**src/rtl/multi_slot_alarm_timer_assert.svh**
```systemverilog
// Assertion macros for the alarm timer
`ifndef MULTI_SLOT_ALARM_TIMER_ASSERT_SVH
`define MULTI_SLOT_ALARM_TIMER_ASSERT_SVH

`ifndef SYNTHESIS
`define MSAT_ASSERT(lbl, prop, msg) \
    lbl: assert property (@(posedge clk) disable iff (!rst_n) (prop)) else $error(msg);
`define MSAT_ASSERT_NEXT(lbl, pre, post, msg) \
    lbl: assert property (@(posedge clk) disable iff (!rst_n) (pre) |=> (post)) else $error(msg);
`else
`define MSAT_ASSERT(lbl, prop, msg)
`define MSAT_ASSERT_NEXT(lbl, pre, post, msg)
`endif

`endif

```
**src/rtl/msat_pkg.sv**
```systemverilog
package msat_pkg;

    localparam int SLOTS   = 5;
    localparam int SLOT_W  = 4;
    localparam int COUNT_W = 15;
    localparam int TOTAL_W = 5;

    localparam logic [1:0] KIND_TICK   = 2'd0;
    localparam logic [1:0] KIND_CREATE = 2'd1;
    localparam logic [1:0] KIND_SET    = 2'd2;

    localparam logic [1:0] RES_FIRED  = 2'd0;
    localparam logic [1:0] RES_CREATE = 2'd1;
    localparam logic [1:0] RES_DONE   = 2'd2;

    typedef struct packed {
        logic [1:0]         kind;
        logic [SLOT_W-1:0]  slot;
        logic [COUNT_W-1:0] count;
        logic               one_shot;
    } in_item_t;

    typedef struct packed {
        logic [1:0]         result_kind;
        logic [SLOT_W-1:0]  result_slot;
        logic               accepted;
        logic [TOTAL_W-1:0] active_slots;
        logic               timer_running;
        logic               last;
    } out_item_t;

    typedef struct packed {
        logic               valid;
        logic [1:0]         kind;
        logic               live;
        logic               hit;
        logic [SLOT_W-1:0]  where;
        logic [SLOT_W-1:0]  slot;
        logic [COUNT_W-1:0] count;
        logic               one_shot;
    } tok_t;

    typedef struct packed {
        logic fire;
        logic freed;
        logic taken;
    } evt_t;

endpackage

```
**src/rtl/msat_cell.sv**
```systemverilog
module msat_cell (
    input  logic                        clk,
    input  logic                        rst_n,
    input  logic [msat_pkg::SLOT_W-1:0] idx,
    input  logic                        go,
    input  msat_pkg::tok_t              tok_in,
    output msat_pkg::tok_t              tok_out,
    output msat_pkg::evt_t              evt
);
    import msat_pkg::*;

    logic               active_reg,  active_next;
    logic [COUNT_W-1:0] rem_reg,     rem_next;
    logic [COUNT_W-1:0] period_reg,  period_next;
    logic               repeats_reg, repeats_next;
    tok_t               tok_reg,     tok_next;
    logic [COUNT_W-1:0] rem_dec;

    always_comb
    begin
        active_next  = active_reg;
        rem_next     = rem_reg;
        period_next  = period_reg;
        repeats_next = repeats_reg;
        tok_next     = tok_in;
        evt          = '0;
        rem_dec      = (rem_reg != '0) ? rem_reg - COUNT_W'(1) : rem_reg;
        if (go && tok_in.valid)
        begin
            case (tok_in.kind)
                KIND_TICK:
                begin
                    if (active_reg)
                    begin
                        rem_next = rem_dec;
                        if (rem_dec == '0)
                        begin
                            evt.fire = 1'b1;
                            if (repeats_reg)
                            begin
                                rem_next = period_reg;
                            end
                            else
                            begin
                                active_next = 1'b0;
                                rem_next    = '0;
                                period_next = '0;
                                evt.freed   = 1'b1;
                            end
                        end
                    end
                end
                KIND_CREATE:
                begin
                    if (tok_in.live && !active_reg)
                    begin
                        active_next    = 1'b1;
                        rem_next       = tok_in.count;
                        repeats_next   = !tok_in.one_shot;
                        period_next    = tok_in.one_shot ? '0 : tok_in.count;
                        tok_next.live  = 1'b0;
                        tok_next.hit   = 1'b1;
                        tok_next.where = idx;
                        evt.taken      = 1'b1;
                    end
                end
                KIND_SET:
                begin
                    if (tok_in.slot == idx && active_reg)
                    begin
                        tok_next.hit = 1'b1;
                        if (tok_in.count != '0)
                        begin
                            rem_next = tok_in.count;
                        end
                        else
                        begin
                            active_next  = 1'b0;
                            rem_next     = '0;
                            period_next  = '0;
                            repeats_next = 1'b0;
                            evt.freed    = 1'b1;
                        end
                    end
                end
                default:
                begin
                end
            endcase
        end
    end

    always_ff @(posedge clk or negedge rst_n)
    begin
        if (!rst_n)
        begin
            active_reg  <= 1'b0;
            rem_reg     <= '0;
            period_reg  <= '0;
            repeats_reg <= 1'b0;
            tok_reg     <= '0;
        end
        else
        begin
            active_reg  <= active_next;
            rem_reg     <= rem_next;
            period_reg  <= period_next;
            repeats_reg <= repeats_next;
            if (go)
            begin
                tok_reg <= tok_next;
            end
        end
    end

    assign tok_out = tok_reg;

endmodule

```
**src/rtl/multi_slot_alarm_timer.sv**
```systemverilog
// Multi-slot alarm timer.
// Input channel (in_valid/in_stall/in_data) takes one transaction per command:
// tick, create alarm, or set count / cancel. Output channel
// (out_valid/out_stall/out_data) returns the results: one fired result per
// slot that expires on a tick, then one status result with last set.
// The command walks a row of slot cells, one cell per cycle while no pending
// result is held by out_stall; it passes the entry register, each cell's
// token register and the output register. in_stall stays high until the
// status result is loaded, so no new transaction is taken during a walk.
// While out_stall holds a pending result, the walk pauses in place until the
// result is taken; only a new transaction can still enter the entry register.
// Reset clears every slot to inactive, the active count to zero and the
// tick-wanted flag to zero; the block can take a transaction as soon as
// reset is released.
`include "multi_slot_alarm_timer_assert.svh"

module multi_slot_alarm_timer (
    input  logic                clk,
    input  logic                rst_n,
    input  logic                in_valid,
    output logic                in_stall,
    input  msat_pkg::in_item_t  in_data,
    output logic                out_valid,
    input  logic                out_stall,
    output msat_pkg::out_item_t out_data
);
    import msat_pkg::*;

    tok_t               tok [SLOTS+1];
    evt_t               evt [SLOTS];
    logic [SLOTS-1:0]   fire_vec;
    logic               go;
    logic               accept;
    logic               any_fire;
    logic               any_freed;
    logic               any_taken;
    logic [SLOT_W-1:0]  fire_slot;
    tok_t               tail;

    logic               busy_reg,      busy_next;
    logic [TOTAL_W-1:0] total_reg,     total_next;
    logic               running_reg,   running_next;
    tok_t               entry_reg,     entry_next;
    logic               out_valid_reg, out_valid_next;
    out_item_t          out_reg,       out_next;

    assign go     = !out_valid_reg || !out_stall;
    assign accept = in_valid && !busy_reg;
    assign tok[0] = entry_reg;
    assign tail   = tok[SLOTS];

    for (genvar i = 0; i < SLOTS; i++)
    begin : g_cell
        msat_cell u_cell (
            .clk     (clk),
            .rst_n   (rst_n),
            .idx     (SLOT_W'(i)),
            .go      (go),
            .tok_in  (tok[i]),
            .tok_out (tok[i+1]),
            .evt     (evt[i])
        );
        assign fire_vec[i] = evt[i].fire;
    end

    always_comb
    begin
        any_fire  = 1'b0;
        any_freed = 1'b0;
        any_taken = 1'b0;
        fire_slot = '0;
        for (int i = 0; i < SLOTS; i++)
        begin
            any_fire  = any_fire  | evt[i].fire;
            any_freed = any_freed | evt[i].freed;
            any_taken = any_taken | evt[i].taken;
            if (evt[i].fire)
            begin
                fire_slot = SLOT_W'(i);
            end
        end
    end

    always_comb
    begin
        busy_next      = busy_reg;
        total_next     = total_reg + TOTAL_W'(any_taken) - TOTAL_W'(any_freed);
        running_next   = running_reg;
        entry_next     = entry_reg;
        out_valid_next = out_valid_reg;
        out_next       = out_reg;

        if (out_valid_reg && !out_stall)
        begin
            out_valid_next = 1'b0;
        end

        if (go)
        begin
            entry_next.valid = 1'b0;
            if (any_fire)
            begin
                out_valid_next         = 1'b1;
                out_next.result_kind   = RES_FIRED;
                out_next.result_slot   = fire_slot;
                out_next.accepted      = 1'b0;
                out_next.active_slots  = total_reg - TOTAL_W'(any_freed);
                out_next.timer_running = running_reg;
                out_next.last          = 1'b0;
            end
            else if (tail.valid)
            begin
                out_valid_next         = 1'b1;
                out_next.result_kind   = (tail.kind == KIND_CREATE) ? RES_CREATE : RES_DONE;
                out_next.result_slot   = (tail.kind == KIND_CREATE) ? tail.where : '0;
                out_next.accepted      = tail.hit;
                out_next.active_slots  = total_reg;
                out_next.timer_running = (total_reg != '0);
                out_next.last          = 1'b1;
                running_next           = (total_reg != '0);
                busy_next              = 1'b0;
            end
        end

        if (accept)
        begin
            busy_next           = 1'b1;
            entry_next.valid    = 1'b1;
            entry_next.kind     = in_data.kind;
            entry_next.slot     = in_data.slot;
            entry_next.count    = in_data.count;
            entry_next.one_shot = in_data.one_shot;
            entry_next.hit      = 1'b0;
            entry_next.where    = '0;
            entry_next.live     = (in_data.kind == KIND_CREATE)
                                  && (total_reg < TOTAL_W'(SLOTS))
                                  && (in_data.count != '0);
        end
    end

    always_ff @(posedge clk or negedge rst_n)
    begin
        if (!rst_n)
        begin
            busy_reg      <= 1'b0;
            total_reg     <= '0;
            running_reg   <= 1'b0;
            entry_reg     <= '0;
            out_valid_reg <= 1'b0;
            out_reg       <= '0;
        end
        else
        begin
            busy_reg      <= busy_next;
            total_reg     <= total_next;
            running_reg   <= running_next;
            entry_reg     <= entry_next;
            out_valid_reg <= out_valid_next;
            out_reg       <= out_next;
        end
    end

    assign in_stall  = busy_reg;
    assign out_valid = out_valid_reg;
    assign out_data  = out_reg;

    `MSAT_ASSERT(a_total_range, total_reg <= TOTAL_W'(SLOTS), "active count above slot count")
    `MSAT_ASSERT(a_one_fire, $onehot0(fire_vec), "more than one slot fired in a cycle")
    `MSAT_ASSERT(a_idle_running, !busy_reg |-> (running_reg == (total_reg != '0)),
                 "tick flag out of step with active count")
    `MSAT_ASSERT_NEXT(a_accept_busy, accept, busy_reg && entry_reg.valid,
                      "accepted command did not enter the chain")

endmodule

```
**config.mk**
```make
export PLATFORM = sky130hd
export DESIGN_NAME = multi_slot_alarm_timer
export DESIGN_NICKNAME = d
export VERILOG_FILES = /design/src/rtl/msat_pkg.sv /design/src/rtl/msat_cell.sv /design/src/rtl/multi_slot_alarm_timer.sv
export VERILOG_INCLUDE_DIRS = /design/src /design/src/rtl
export SDC_FILE = /design/constraint.sdc
export NUM_CORES = 1
export LEC_CHECK = 0
export BUFFER_PORTS_ARGS = -buffer_cell sky130_fd_sc_hd__buf_2
export CAP_MARGIN = 20
export CORE_MARGIN = 4
export CORE_UTILIZATION = 60
export DETAILED_ROUTE_END_ITERATION = 8
export PLACE_DENSITY_LB_ADDON = 0.1
export SLEW_MARGIN = 15
export SYNTH_ARGS = -nofsm -noshare
export SYNTH_HDL_FRONTEND = slang
export SYNTH_HIERARCHICAL = 1
export SYNTH_SLANG_ARGS = --single-unit
export TNS_END_PERCENT = 1
```
**constraint.sdc**
```tcl
create_clock -name clk -period 13 [get_ports clk]
set_input_delay 1.95 -clock clk [delete_from_list [all_inputs] [get_ports clk]]
set_output_delay 1.95 -clock clk [all_outputs]
set_load 0.02 [all_outputs]
```
==> results.md <==
- Worst setup SP type: input port
- YS warnings: 6
- Post-Syn Area: 18700 um2
- RR Startpoint: g_cell[2].u_cell/rem_reg[0]$_DFFE_PN0P_
- Routed Antenna Nets: 0
- Final instance area: 20400 um2
- Avg Vias per Cell: 6.41
- Fin. Hold Viols: 0
- # DRC: 0
- Crit path DAT: 6.17 ns
- DR WL/cell: 20.1 um
- Slew headroom: 32.6%
- Crit. End Element: register
- DR pass1 iterations: 5
- H-tree Lvls: 2
- Hold path start: out_data[2]$_DFFE_PN0P_
- CTS Sinks: 330
- Total GRT Usage: 27.9%
- I/O pin count: 42
- Clk_skew: 0.0196 ns
- CTS tree: done
- # port buffers: 41
- Diodes inserted: 0
- WL final: 47600 um
- CTS resizes: 0
- Vias in the first global route: 14909
- FP Rows: 64
- Clock Latency Late Sink: 0.52 ns
- Worst-Margin Slew: 1.01 ns
- RSZ-0062 raised after global routing: false
- Initial Util: 60.9%
- Die H: 184 um
- Slew Limit Fails: 0
- Num CTS Buffers: 37
- Worst-path clk slew: 0.06 ns
- Finished Core Util: 66.5%
- Setup_tns: 0 ns
- Core Region: 30700 um2
- Clock Path Buffers: 3
- Largest net degree at the start of global routing: 172
- Syn avg cell area: 9.81 um2
- Total gr overflow: 0
- Multi-input logic area: 9760 um2
- Hold depth: 1
- Max_cap viols: 0
- Worst r2r dst: total_reg[4]$_DFF_PN0_
- Max FFs per register: 124
- Layout Nets: 2016
- Layout cells sized above 1: 14.5%
- Reg2reg path depth: 20
- Placed Instance Area: 19200 um2
- Area Overhead vs Synth: 9.13%
- First-pass GRT wire length: 78300 um
- Fin crit share: 44.0%
- Fillers: 2461
- Tmin final: 5.72 ns
- WS Path Type: in2reg
- Max Freq: 175 MHz
- Post-Synthesis Cells: 1904
- # setup viols final: 0
- Worst Hold End: out_data[2]$_DFFE_PN0P_
- Die X-Extent: 184 um
- Peak VDD IR: 95.2 uV
- R2R setup slack: 8.03 ns
- PD cells: 102 nW/um2
- Crit path required time: 13.45 ns
- Final GP Congestion: 0.919
- Post-CTS Setup Bufs: 0
- DR iter-0 viols: 1418
- Register area: 8260 um2
- Status: finished, final reports clean
- Critical path peak fanout: 82
- Vias: 15192
- Pleak: 0.00941 uW
- Post-cts hold buffer count: 0
- Worst min path class: reg2reg
- Die area: 34000 um2
- Clock root buffer: clkbuf_16
- Post-DP HPWL: 32700 um
- Initial antenna violation count: 0
-- through the flow --
stage	std cells	total power, uW	worst slack, ns	hold slack [ns]
after floorplan	1958	1060	8.45	0.450
after global placement	2303	1090	6.96	0.459
after detailed placement	2304	1090	6.92	0.468
after CTS	2368	2110	7.41	0.482
after global routing	2369	2160	7.10	0.497
final	2369	2090	7.28	0.477
-- per-layer routing --
| layer | up-vias | part of all wire [%] | global-route usage, % |
|---|---|---|---|
| li1 | 7114 | - | - |
| met2 | 506 | 47 | 45.0 |
| met4 | 0 | 3.3 | 9.58 |
| met5 | - | 0 | 0 |
| met3 | 108 | 5.5 | 4.30 |
| met1 | 7464 | 44 | 38.9 |
-- worst max-delay path, cell delays in order --
cell      delay, ns
buf_2          0.12
nand2_4        0.19
buf_4          0.64
buf_4          0.86
nand2_1        0.30
or4_1          1.02
or4_1          0.57
a211oi_1       0.30
a211o_1        0.13
-- cell type report --
type                    count  area share (%)
flip-flops and latches    330            40.5
well taps                 396            2.43
clock buffers              50            5.08
inverters                  94            1.73
multi-input cells        1429            47.9
clock inverters            14           0.675
repair buffers             56            1.69
-- worst max-delay path by stage --
stage / from / to / slack [ns]
after floorplan: out_stall / total_reg[4]$_DFF_PN0_ / 8.45
after global placement: out_stall / g_cell[4].u_cell/period_reg[4]$_DFFE_PN0P_ / 6.96
after detailed placement: out_stall / total_reg[4]$_DFF_PN0_ / 6.92
after CTS: out_stall / g_cell[3].u_cell/rem_reg[7]$_DFFE_PN0P_ / 7.41
after global routing: out_stall / g_cell[3].u_cell/rem_reg[7]$_DFFE_PN0P_ / 7.10
final: out_stall / g_cell[3].u_cell/rem_reg[7]$_DFFE_PN0P_ / 7.28
-- where the power goes --
part	total, uW	internal [uW]	switching [uW]	leakage [uW]
Sequential	1030	1030	2.53	0.00449
Combinational	37.0	9.19	27.9	0.00433
Clock	1020	600	415	0.000582
-- cells in the final DEF (no fill, tap or decap), types with 12 or more instances in the layout --
cell,n
a21o_1,17
a31oi_1,47
nand4_1,25
a311oi_1,12
nor3_1,40
inv_1,94
nand2_1,178
mux2_2,115
buf_4,12
nand2b_1,17
mux2i_1,26
clkbuf_16,38
nor4_1,31
a21oi_1,138
o21a_1,14
o21ai_0,84
dfrtp_1,330
nand3_1,42
a22o_1,79
xor2_1,13
buf_2,41
or4_1,12
o211ai_1,15
conb_1,56
nor2_1,157
and3_1,12
ha_1,41
a211oi_1,13
xnor2_1,13
Note: power is estimated with default switching activity, not from simulation.
